`config.mk`:
```
export PLATFORM = sky130hd
export DESIGN_NAME = utf8_validator_with_location
export DESIGN_NICKNAME = d
export VERILOG_FILES = /design/src/hdl/u8v_pkg.sv /design/src/hdl/u8v_core.sv /design/src/hdl/utf8_validator_with_location.sv
export SDC_FILE = /design/constraint.sdc
export NUM_CORES = 1
export LEC_CHECK = 0
export BUFFER_PORTS_ARGS = -buffer_cell sky130_fd_sc_hd__buf_2
export CAP_MARGIN = 20
export CORE_UTILIZATION = 54
export DETAILED_ROUTE_END_ITERATION = 6
export PLACE_DENSITY = 0.87
export SYNTH_ARGS = -nofsm -noshare
export SYNTH_HDL_FRONTEND = slang
export SYNTH_SLANG_ARGS = --single-unit
```
`constraint.sdc`:
```
create_clock -name clk -period 4.8 [get_ports clk]
set_clock_uncertainty 0.1 [all_clocks]
set_input_delay 0.72 -clock clk [delete_from_list [all_inputs] [get_ports clk]]
set_output_delay 0.72 -clock clk [all_outputs]
set_load 0.02 [all_outputs]
```
`src/hdl/u8v_pkg.sv`:
```
package u8v_pkg;

  localparam int COUNT_BITS_DEFAULT = 24;
  localparam int OUT_CNT_W = 24;
  localparam int CP_W = 21;

  // lead byte ranges
  localparam logic [7:0] LEAD2_MIN = 8'hC2;
  localparam logic [7:0] LEAD2_MAX = 8'hDF;
  localparam logic [7:0] LEAD3_MIN = 8'hE0;
  localparam logic [7:0] LEAD3_MAX = 8'hEF;
  localparam logic [7:0] LEAD4_MIN = 8'hF0;
  localparam logic [7:0] LEAD4_MAX = 8'hF4;

  localparam logic [7:0] CONT_MASK = 8'hC0;
  localparam logic [7:0] CONT_TAG = 8'h80;

  localparam logic [CP_W-1:0] CP_MAX = 21'h10FFFF;
  localparam logic [CP_W-1:0] SURR_LO = 21'h00D800;
  localparam logic [CP_W-1:0] SURR_HI = 21'h00DFFF;
  localparam logic [CP_W-1:0] MIN_2B = 21'h000080;
  localparam logic [CP_W-1:0] MIN_3B = 21'h000800;
  localparam logic [CP_W-1:0] MIN_4B = 21'h010000;

  localparam logic [CP_W-1:0] CP_CR = 21'h00000D;
  localparam logic [CP_W-1:0] CP_LF = 21'h00000A;

  // sequence class codes
  localparam logic [1:0] CLS_NONE = 2'd0;
  localparam logic [1:0] CLS_2B = 2'd1;
  localparam logic [1:0] CLS_3B = 2'd2;
  localparam logic [1:0] CLS_4B = 2'd3;

  typedef struct packed {
    logic                 done;
    logic [CP_W-1:0]      value;
    logic                 err;
    logic [OUT_CNT_W-1:0] err_offset;
    logic [OUT_CNT_W-1:0] err_line;
    logic [OUT_CNT_W-1:0] err_column;
    logic                 last;
    logic                 valid;
  } result_t;

  function automatic logic [CP_W-1:0] min_for_class(input logic [1:0] cls);
    logic [CP_W-1:0] m;
    case (cls)
      CLS_2B: m = MIN_2B;
      CLS_3B: m = MIN_3B;
      CLS_4B: m = MIN_4B;
      default: m = '0;
    endcase
    return m;
  endfunction

endpackage

```
`src/hdl/u8v_core.sv`:
```
module u8v_core #(
  parameter int COUNT_BITS = u8v_pkg::COUNT_BITS_DEFAULT
) (
  input  logic             clk,
  input  logic             rst,
  input  logic             en,
  input  logic [7:0]       data_byte,
  input  logic             byte_present,
  input  logic             end_of_source,
  output u8v_pkg::result_t res
);
  import u8v_pkg::*;

  logic [1:0]            bytes_remaining, bytes_remaining_next;
  logic [CP_W-1:0]       partial_value, partial_value_next;
  logic [1:0]            overlong_class, overlong_class_next;
  logic [COUNT_BITS-1:0] byte_count, byte_count_next;
  logic [COUNT_BITS-1:0] lead_position, lead_position_next;
  logic [COUNT_BITS-1:0] line_count, line_count_next;
  logic [COUNT_BITS-1:0] column_count, column_count_next;
  logic                  after_cr, after_cr_next;
  logic                  error_seen, error_seen_next;

  logic                  fail;
  logic                  done;
  logic [CP_W-1:0]       cp;
  logic [CP_W-1:0]       shifted;
  logic [COUNT_BITS-1:0] at;

  function automatic logic [COUNT_BITS-1:0] sat_inc(input logic [COUNT_BITS-1:0] v);
    logic [COUNT_BITS-1:0] r;
    r = (v == {COUNT_BITS{1'b1}}) ? v : v + 1'b1;
    return r;
  endfunction

  function automatic logic [OUT_CNT_W-1:0] to_out(input logic [COUNT_BITS-1:0] v);
    logic [COUNT_BITS+OUT_CNT_W-1:0] w;
    w = {{OUT_CNT_W{1'b0}}, v};
    return w[OUT_CNT_W-1:0];
  endfunction

  assign shifted = {partial_value[CP_W-7:0], data_byte[5:0]};

  always_comb begin
    bytes_remaining_next = bytes_remaining;
    partial_value_next   = partial_value;
    overlong_class_next  = overlong_class;
    byte_count_next      = byte_count;
    lead_position_next   = lead_position;
    line_count_next      = line_count;
    column_count_next    = column_count;
    after_cr_next        = after_cr;
    error_seen_next      = error_seen;
    fail = 1'b0;
    done = 1'b0;
    cp   = '0;
    at   = byte_count;
    res  = '0;

    if (byte_present && !error_seen) begin
      if (bytes_remaining == 2'd0) begin
        if (data_byte < CONT_TAG) begin
          cp   = {13'd0, data_byte};
          done = 1'b1;
        end else if (data_byte >= LEAD2_MIN && data_byte <= LEAD2_MAX) begin
          bytes_remaining_next = 2'd1;
          partial_value_next   = {16'd0, data_byte[4:0]};
          overlong_class_next  = CLS_2B;
          lead_position_next   = byte_count;
        end else if (data_byte >= LEAD3_MIN && data_byte <= LEAD3_MAX) begin
          bytes_remaining_next = 2'd2;
          partial_value_next   = {17'd0, data_byte[3:0]};
          overlong_class_next  = CLS_3B;
          lead_position_next   = byte_count;
        end else if (data_byte >= LEAD4_MIN && data_byte <= LEAD4_MAX) begin
          bytes_remaining_next = 2'd3;
          partial_value_next   = {18'd0, data_byte[2:0]};
          overlong_class_next  = CLS_4B;
          lead_position_next   = byte_count;
        end else begin
          fail = 1'b1;
        end
      end else begin
        at = lead_position;
        if ((data_byte & CONT_MASK) != CONT_TAG) begin
          fail = 1'b1;
        end else begin
          partial_value_next   = shifted;
          bytes_remaining_next = bytes_remaining - 2'd1;
          if (bytes_remaining == 2'd1) begin
            if (shifted < min_for_class(overlong_class) || shifted > CP_MAX ||
                (shifted >= SURR_LO && shifted <= SURR_HI)) begin
              fail = 1'b1;
            end else begin
              cp   = shifted;
              done = 1'b1;
            end
          end
        end
      end

      if (fail) begin
        res.err              = 1'b1;
        res.err_offset       = to_out(at);
        res.err_line         = to_out(line_count);
        res.err_column       = to_out(column_count);
        error_seen_next      = 1'b1;
        bytes_remaining_next = 2'd0;
        partial_value_next   = '0;
        overlong_class_next  = CLS_NONE;
      end else if (done) begin
        partial_value_next  = '0;
        overlong_class_next = CLS_NONE;
        if (cp == CP_CR) begin
          line_count_next   = sat_inc(line_count);
          column_count_next = {{(COUNT_BITS-1){1'b0}}, 1'b1};
          after_cr_next     = 1'b1;
        end else if (cp == CP_LF) begin
          if (!after_cr) begin
            line_count_next   = sat_inc(line_count);
            column_count_next = {{(COUNT_BITS-1){1'b0}}, 1'b1};
          end
          after_cr_next = 1'b0;
        end else begin
          column_count_next = sat_inc(column_count);
          after_cr_next     = 1'b0;
        end
      end
    end

    if (byte_present) begin
      byte_count_next = sat_inc(byte_count);
    end

    res.done  = done;
    res.value = cp;
    res.last  = end_of_source;

    if (end_of_source) begin
      // sequence cut off by the end marker
      if (!error_seen_next && bytes_remaining_next != 2'd0) begin
        res.err         = 1'b1;
        res.err_offset  = to_out(lead_position_next);
        res.err_line    = to_out(line_count_next);
        res.err_column  = to_out(column_count_next);
        error_seen_next = 1'b1;
      end
      res.valid            = !error_seen_next;
      bytes_remaining_next = 2'd0;
      partial_value_next   = '0;
      overlong_class_next  = CLS_NONE;
      byte_count_next      = '0;
      lead_position_next   = '0;
      line_count_next      = {{(COUNT_BITS-1){1'b0}}, 1'b1};
      column_count_next    = {{(COUNT_BITS-1){1'b0}}, 1'b1};
      after_cr_next        = 1'b0;
      error_seen_next      = 1'b0;
    end
  end

  always_ff @(posedge clk) begin
    if (rst) begin
      bytes_remaining <= 2'd0;
      partial_value   <= '0;
      overlong_class  <= CLS_NONE;
      byte_count      <= '0;
      lead_position   <= '0;
      line_count      <= {{(COUNT_BITS-1){1'b0}}, 1'b1};
      column_count    <= {{(COUNT_BITS-1){1'b0}}, 1'b1};
      after_cr        <= 1'b0;
      error_seen      <= 1'b0;
    end else if (en) begin
      bytes_remaining <= bytes_remaining_next;
      partial_value   <= partial_value_next;
      overlong_class  <= overlong_class_next;
      byte_count      <= byte_count_next;
      lead_position   <= lead_position_next;
      line_count      <= line_count_next;
      column_count    <= column_count_next;
      after_cr        <= after_cr_next;
      error_seen      <= error_seen_next;
    end
  end

  a_no_open_seq_after_error: assert property (@(posedge clk) disable iff (rst)
    error_seen |-> bytes_remaining == 2'd0)
    else $error("sequence still open after error");

  a_class_tracks_remaining: assert property (@(posedge clk) disable iff (rst)
    (bytes_remaining == 2'd0) == (overlong_class == CLS_NONE))
    else $error("sequence class out of step with remaining count");

  a_error_latches: assert property (@(posedge clk) disable iff (rst)
    (en && res.err && !end_of_source) |=> error_seen)
    else $error("error not latched");

  a_end_restarts: assert property (@(posedge clk) disable iff (rst)
    (en && end_of_source) |=> (!error_seen && bytes_remaining == 2'd0 &&
                               byte_count == '0))
    else $error("end marker did not restart the source");

endmodule

```
`src/hdl/utf8_validator_with_location.sv`:
```
// channel  dir  tdata                                    tuser                     tlast
// s_axis   in   [7:0] data_byte                          [0] byte_present          end_of_source
// m_axis   out  [20:0] codepoint_value, [44:21] offset,  [0] codepoint_done,       source_end
//               [68:45] line, [92:69] column, [93] valid [1] error_found
//
// one item per clock sustained while the output is not stalled; each item goes
// through the input register, then the result register
// the decode and counter update sit in one combinational stage between them
// rst is synchronous and clears the counters, sequence state and both valids
// a stalled output holds the result register; the input register keeps
// taking items until it is also full
module utf8_validator_with_location #(
  parameter int COUNT_BITS = u8v_pkg::COUNT_BITS_DEFAULT
) (
  input  logic        clk,
  input  logic        rst,
  input  logic        s_axis_tvalid,
  output logic        s_axis_tready,
  input  logic [7:0]  s_axis_tdata,  // [7:0] data_byte
  input  logic        s_axis_tuser,  // [0] byte_present
  input  logic        s_axis_tlast,
  output logic        m_axis_tvalid,
  input  logic        m_axis_tready,
  output logic [95:0] m_axis_tdata,  // codepoint_value, error_offset, error_line,
                                     // error_column, source_valid, zero fill
  output logic [1:0]  m_axis_tuser,  // codepoint_done, error_found
  output logic        m_axis_tlast
);
  import u8v_pkg::*;

  logic       in_valid;
  logic [7:0] in_byte;
  logic       in_present;
  logic       in_last;
  logic       out_valid;
  logic       out_free;
  logic       fire;
  result_t    res;
  result_t    out_res;

  assign out_free      = !out_valid || m_axis_tready;
  assign fire          = in_valid && out_free;
  assign s_axis_tready = !in_valid || out_free;

  always_ff @(posedge clk) begin
    if (rst) begin
      in_valid <= 1'b0;
    end else if (s_axis_tready) begin
      in_valid <= s_axis_tvalid;
    end
  end

  always_ff @(posedge clk) begin
    if (s_axis_tready && s_axis_tvalid) begin
      in_byte    <= s_axis_tdata;
      in_present <= s_axis_tuser;
      in_last    <= s_axis_tlast;
    end
  end

  u8v_core #(
    .COUNT_BITS(COUNT_BITS)
  ) u_core (
    .clk           (clk),
    .rst           (rst),
    .en            (fire),
    .data_byte     (in_byte),
    .byte_present  (in_present),
    .end_of_source (in_last),
    .res           (res)
  );

  always_ff @(posedge clk) begin
    if (rst) begin
      out_valid <= 1'b0;
    end else if (out_free) begin
      out_valid <= fire;
    end
  end

  always_ff @(posedge clk) begin
    if (fire) begin
      out_res <= res;
    end
  end

  assign m_axis_tvalid = out_valid;
  assign m_axis_tdata  = {2'b00, out_res.valid, out_res.err_column, out_res.err_line,
                          out_res.err_offset, out_res.value};
  assign m_axis_tuser  = {out_res.err, out_res.done};
  assign m_axis_tlast  = out_res.last;

  a_no_loss_on_stall: assert property (@(posedge clk) disable iff (rst)
    (m_axis_tvalid && !m_axis_tready) |=> (m_axis_tvalid && $stable(m_axis_tdata)))
    else $error("result dropped or changed while stalled");

  a_input_held: assert property (@(posedge clk) disable iff (rst)
    (in_valid && !fire) |=> (in_valid && $stable(in_byte) && $stable(in_last)))
    else $error("input register lost an item");

  a_done_excludes_error: assert property (@(posedge clk) disable iff (rst)
    m_axis_tvalid |-> !(m_axis_tuser[0] && m_axis_tuser[1]))
    else $error("codepoint and error on the same item");

endmodule
```
After elaboration in Yosys (flattened, before gate mapping)
Index checks and enable logic that the tools add are counted.
{ "word_totals": {"out_inout_bits": 101, "reg_bits": 226} }
{ "classes": {"muxes": 95, "add_sub_neg": 4, "n_eq_ne": 16, "n_reduce_logical": 28, "n_lt_le_gt_ge": 11} }
{ "ops": {"columns": ["op", "count"], "rows": [
  ["2-to-1 mux 24 bit", 27],
  ["2-to-1 mux 73 bit", 4],
  ["2-to-1 mux 21 bit", 9],
  ["2-to-1 mux 15 bit", 10],
  ["adder 24 x 1 -> 24 bit (second input constant)", 3],
  ["equality test 24 bit (second input constant)", 3],
  ["one-hot mux 17 bit (3 select lines)", 1],
  ["equality test 21 x 4 -> 1 bit (second input constant)", 2],
  ["2-to-1 mux 2 bit", 18],
  ["2-to-1 mux 1 bit", 25],
  ["greater-or-equal comparator 8 bit (second input constant)", 3],
  ["<= comparator 8 bit (second input constant)", 3],
  ["greater-or-equal comparator 21 x 16 -> 1 bit (second input constant)", 1],
  ["greater-than comparator 21 bit (second input constant)", 1],
  ["<= comparator 21 x 16 -> 1 bit (second input constant)", 1],
  ["less-than comparator 21 bit", 1],
  ["AND reduction 5 bit", 2],
  ["logical AND 1 bit", 8],
  ["less-than comparator 8 bit (second input constant)", 1],
  ["2-to-1 mux 8 bit", 1],
  ["nonzero test 2 bit", 4],
  ["!= test 7 bit (second input constant)", 1],
  ["!= test 2 bit (second input constant)", 3],
  ["nonzero test 6 bit", 1],
  ["12 further kinds", 21]
]} }

Logic depth before layout (Yosys ltp)
{ "depth": {"ltp_word": 22, "depth_mapped": 13, "depth_no_buf": 10} }

Hierarchy
Synthesis repeated with hierarchy kept, for this count alone.
{ "unflattened": {"cells_unflattened": 1118, "area_unflattened_um2": 10790.3} }
{ "by_module_without_submodules": {"columns": ["module", "area_each_um2", "instances", "seq_area_each_um2", "cells_per_inst"], "rows": [
  ["u8v_core", 7454.6, 1, 2342.2, 998],
  ["utf8_validator_with_location", 3335.7, 1, 3253.1, 120]
]} }

Worst setup path before layout
No wires, ideal clock.
{ "synth_path": {"kind": "input to register", "from": "in m_axis_tready", "to": "reg u_core.bytes_remaining[1]", "path_buffers": 1, "setup_slack_ns": 0.020, "required_ns": 4.572, "setup_ns": 0.128, "path_stages": 7, "arrival_time_ns": 4.552, "path_cell_list": "nor2b_1 nand2b_1 clkinv_1 clkbuf_1 o21ai_0 a32oi_1 nor2_1"} }
{ "synth_between": {"elab_chain_cells": 2} }
{ "synth_rtl": {"columns": ["item", "line", "source"], "rows": [
  ["start: declaration", "utf8_validator_with_location.sv:23", "input logic m_axis_tready,"],
  ["logical OR 1 bit", "utf8_validator_with_location.sv:41", "assign out_free = !out_valid || m_axis_tready;"],
  ["logical AND 1 bit", "utf8_validator_with_location.sv:42", "assign fire = in_valid && out_free;"],
  ["named net fire", "utf8_validator_with_location.sv:37", "logic fire;"],
  ["end signal: assignment", "u8v_core.sv:173", "bytes_remaining <= bytes_remaining_next;"],
  ["end: declaration", "u8v_core.sv:14", "logic [1:0] bytes_remaining, bytes_remaining_next;"]
]} }
The timed path passes the listed nets, and every way through them passes these cells.
A chain may end at the register's enable or synchronous reset.

==> flow_metrics.py <==
metrics = {
    "layout": {
        "seq_area_um2": 5600,
        "nets": 1326,
        "final_area_um2": 12700,
        "multiInputGateArea_um2": 5250,
        "nFillCells": 1663,
        "syn2layout_area_growth_pct": 13.0,
        "layout-drive-gt1-share": 0.150,
    },
    "logic_synthesis": {
        "synth_enable_flop_cells": 107,
        "synthesis.area_um2": 11300,
        "synth_top_flop_cell": "dfxtp_1",
        "yosysWarnings": 0,
        "synth-seq-cells": 226,
        "synthCells": 1226,
        "avgSynthCellArea_um2": 9.20,
        "ys_seq_area_frac": 0.496,
        "synth_cell_types": 79,
        "async_flop_share": 0,
    },
    "clock_network": {
        "cts_root_buf": "clkbuf_16",
        "clk_pin_slew_worst_paths_ps": 60,
        "cts_setup_buffers": 0,
        "cts-resized-gates": 0,
        "clkLatencyLatePin_ps": 530,
        "cts_buffer_depth": 3,
        "cts.sinks": 226,
        "tritoncts": "done",
        "cts_max_level": 1,
        "holdBufCountCts": 0,
        "cts-buffers-inserted": 23,
    },
    "critical_path": {
        "path_max_fanout": 21,
        "cp.arrival_ps": 4350,
        "path_class": "flop to flop",
        "start_kind": "flop",
        "worstPathRequired_ps": 5060,
        "cp-end-kind": "flop",
    },
    "grt": {
        "grt_pass1_wl_um": 47400,
        "grt_pass1_vias": 9254,
        "gr-total-overflow": 0,
        "antenna_found_initial": 0,
        "track_usage": 0.272,
        "grt_max_degree": 70,
    },
    "timing": {
        "hold_violations": 0,
        "setup-tns-final_ps": 0,
        "period_share": 0.852,
        "worstMarginPinSlew_ps": 821,
        "slew_headroom": 0.451,
        "setup_viol": 0,
        "max_freq_ghz": 0.245,
        "rsz0062_at_grt": "false",
        "min_period_ps": 4090,
        "maxSlewViolCount": 0,
    },
    "power_and_ir_drop": {
        "p_per_area_nw_per_um2": 322,
        "power_switching_w": 0.00100,
        "pwr-share-clk": 0.414,
        "swShare": 0.245,
        "vdd_drop_max_mv": 0.240,
        "leakagePower_nw": 4.41,
        "comb_power_share": 0.076,
        "sequentialPowerShare": 0.509,
        "p_int_w": 0.00309,
    },
    "hold_path": {
        "hp-class": "input pin to flop",
    },
    "drt": {
        "routedWlPerCell_um": 18.7,
        "drtIter0Drc": 1339,
        "viasPerCell": 6.40,
        "wl_um": 29700,
        "ant_nets": 0,
        "num_vias": 10200,
        "dr.pass1.iters": 5,
        "drt_drc_violations_left": 0,
    },
    "placed_design": {
        "place_hpwl_um": 19500,
        "placed_area_um2": 12000,
        "place.gp.congestion": 0.968,
        "io_buffers": 112,
    },
    "die": {
        "core_area_um2": 20400,
        "pin_count": 115,
        "die_area_um2": 21500,
        "die_y_um": 147,
        "die_w_um": 147,
        "start_util": 0.554,
        "placementRows": 52,
    },
    "status": {
        "status": "finished clean",
    },
    "run": {
        "cap_violations": 0,
    },
}
metal layers:
layer	GRT usage	wire, um	vias to the layer above
met2	0.436	13700	558
met4	0.102	794	0
li1	-	-	4766
met5	0	0	-
met3	0.0450	2830	76
met1	0.369	12400	4795
synthesized netlist by cell type, drive strengths merged, types with 4 or more instances:
cell / number / area (um^2)
or3: 22 / 138
or4: 4 / 30.0
a21oi: 71 / 367
o21ai: 96 / 480
buf: 25 / 143
a22oi: 27 / 208
nor4: 21 / 144
nor3b: 6 / 45.0
a31oi: 41 / 282
nand2b: 19 / 119
nand3: 63 / 320
nor2b: 8 / 50.1
a32oi: 9 / 78.8
o31ai: 30 / 225
a22o: 27 / 236
and3: 45 / 287
nor2: 103 / 392
edfxtp: 107 / 3210
o211ai: 5 / 37.5
xnor2: 9 / 78.8
dfxtp: 119 / 2380
o22ai: 6 / 37.5
nand2: 125 / 472
clkbuf: 59 / 221
xor2: 11 / 96.3
a21o: 8 / 60.1
nand4: 25 / 156
and2: 20 / 125
ha: 7 / 87.6
inv: 21 / 78.8
and4: 7 / 61.3
nor3: 28 / 150
registers in the layout, indices dropped and copies added (netlist names):
| name | flops |
|---|---|
| m_axis_tdata | 94 |
| u_core.byte_count | 24 |
| u_core.column_count | 24 |
| u_core.lead_position | 24 |
| u_core.line_count | 24 |
| u_core.partial_value | 15 |
| in_byte | 8 |
| m_axis_tuser | 2 |
| u_core.bytes_remaining | 2 |
| u_core.overlong_class | 2 |
| in_last | 1 |
| in_present | 1 |
| in_valid | 1 |
| m_axis_tlast | 1 |
| m_axis_tvalid | 1 |
| u_core.after_cr | 1 |
| u_core.error_seen | 1 |
path summary, 6_finish.rpt:
kind | to | startpoint | slack (ps) | depth (start not counted)
min | in_byte[0] | s_axis_tdata[0] | 270 | 1
max | m_axis_tdata[78] | u_core.bytes_remaining[0] | 710 | 11
min reg2reg | u_core.after_cr | u_core.after_cr | 380 | 2
max reg2reg | m_axis_tdata[78] | u_core.bytes_remaining[0] | 710 | 11
stage by stage:
stage | power [W] | cells | hold WS, ps | setup WS, ps | util
after CTS | 0.00411 | 1590 | 254 | 827 | 0.625
after floorplan | 0.00233 | 1227 | 345 | 20.3 | -
after detailed placement | 0.00243 | 1549 | 372 | 880 | 0.590
after global routing | 0.00421 | 1591 | 250 | 554 | 0.625
final | 0.00410 | 1592 | 266 | 712 | 0.626
after global placement | 0.00243 | 1549 | 360 | 1010 | 0.590
layout make-up:
| type | instances | area share |
|---|---|---|
| Inverter | 22 | 0.00668 |
| Antenna cell | 1 | 0.000196 |
| Clock buffer | 34 | 0.0516 |
| Tap cell | 270 | 0.0265 |
| Sequential cell | 226 | 0.439 |
| Clock inverter | 7 | 0.00432 |
| Multi-Input combinational cell | 895 | 0.412 |
| Timing Repair Buffer | 137 | 0.0593 |
layout by cell type (no fill, tap or decap), drive strengths merged, types with 25 or more instances in the layout:
cell,Yosys,layout
edfxtp,107,107
a31oi,41,41
nor2,103,103
o21ai,96,96
buf,25,137
a22o,27,27
nor3,28,28
nand4,25,25
dfxtp,119,119
o31ai,30,30
a22oi,27,27
and3,45,45
nand3,63,63
a21oi,71,71
nand2,125,125
clkbuf,59,34
kinds of logic (layout without fill, tap and decap cells):
family                     count (synthesis)  in the layout  share of synthesized area
and+or+nand+nor                          509            509                      0.232
AOI/OAI and AO/OA                        354            354                      0.206
DFF                                      226            226                      0.496
buffers and inverters                    106            200                     0.0396
xor gates and xnor gates                  20             20                     0.0155
adders and majority gates                  7              7                    0.00777
muxes                                      3              3                    0.00277
other                                      1              3                   0.000332
critical path, stage by stage, from the launching register on:
cell      delay, ps
dfxtp_1         350
inv_1           110
ha_1            600
nor2b_1         680
o41a_1          350
a211oi_2         60
buf_4           190
nand2_2         250
nor2_2          140
nor4_1          730
a21oi_1         170
a31oi_1         180
power by group through the flow:
stage / Combinational (W) / Sequential, W / Clock, W
final: 0.000312 / 0.00209 / 0.00170
after global routing: 0.000332 / 0.00209 / 0.00178
after CTS: 0.000307 / 0.00209 / 0.00171
after detailed placement: 0.000305 / 0.00213 / 0
after global placement: 0.000300 / 0.00213 / 0
after floorplan: 0.000156 / 0.00218 / 0
Note: power is estimated with default switching activity, not from simulation.
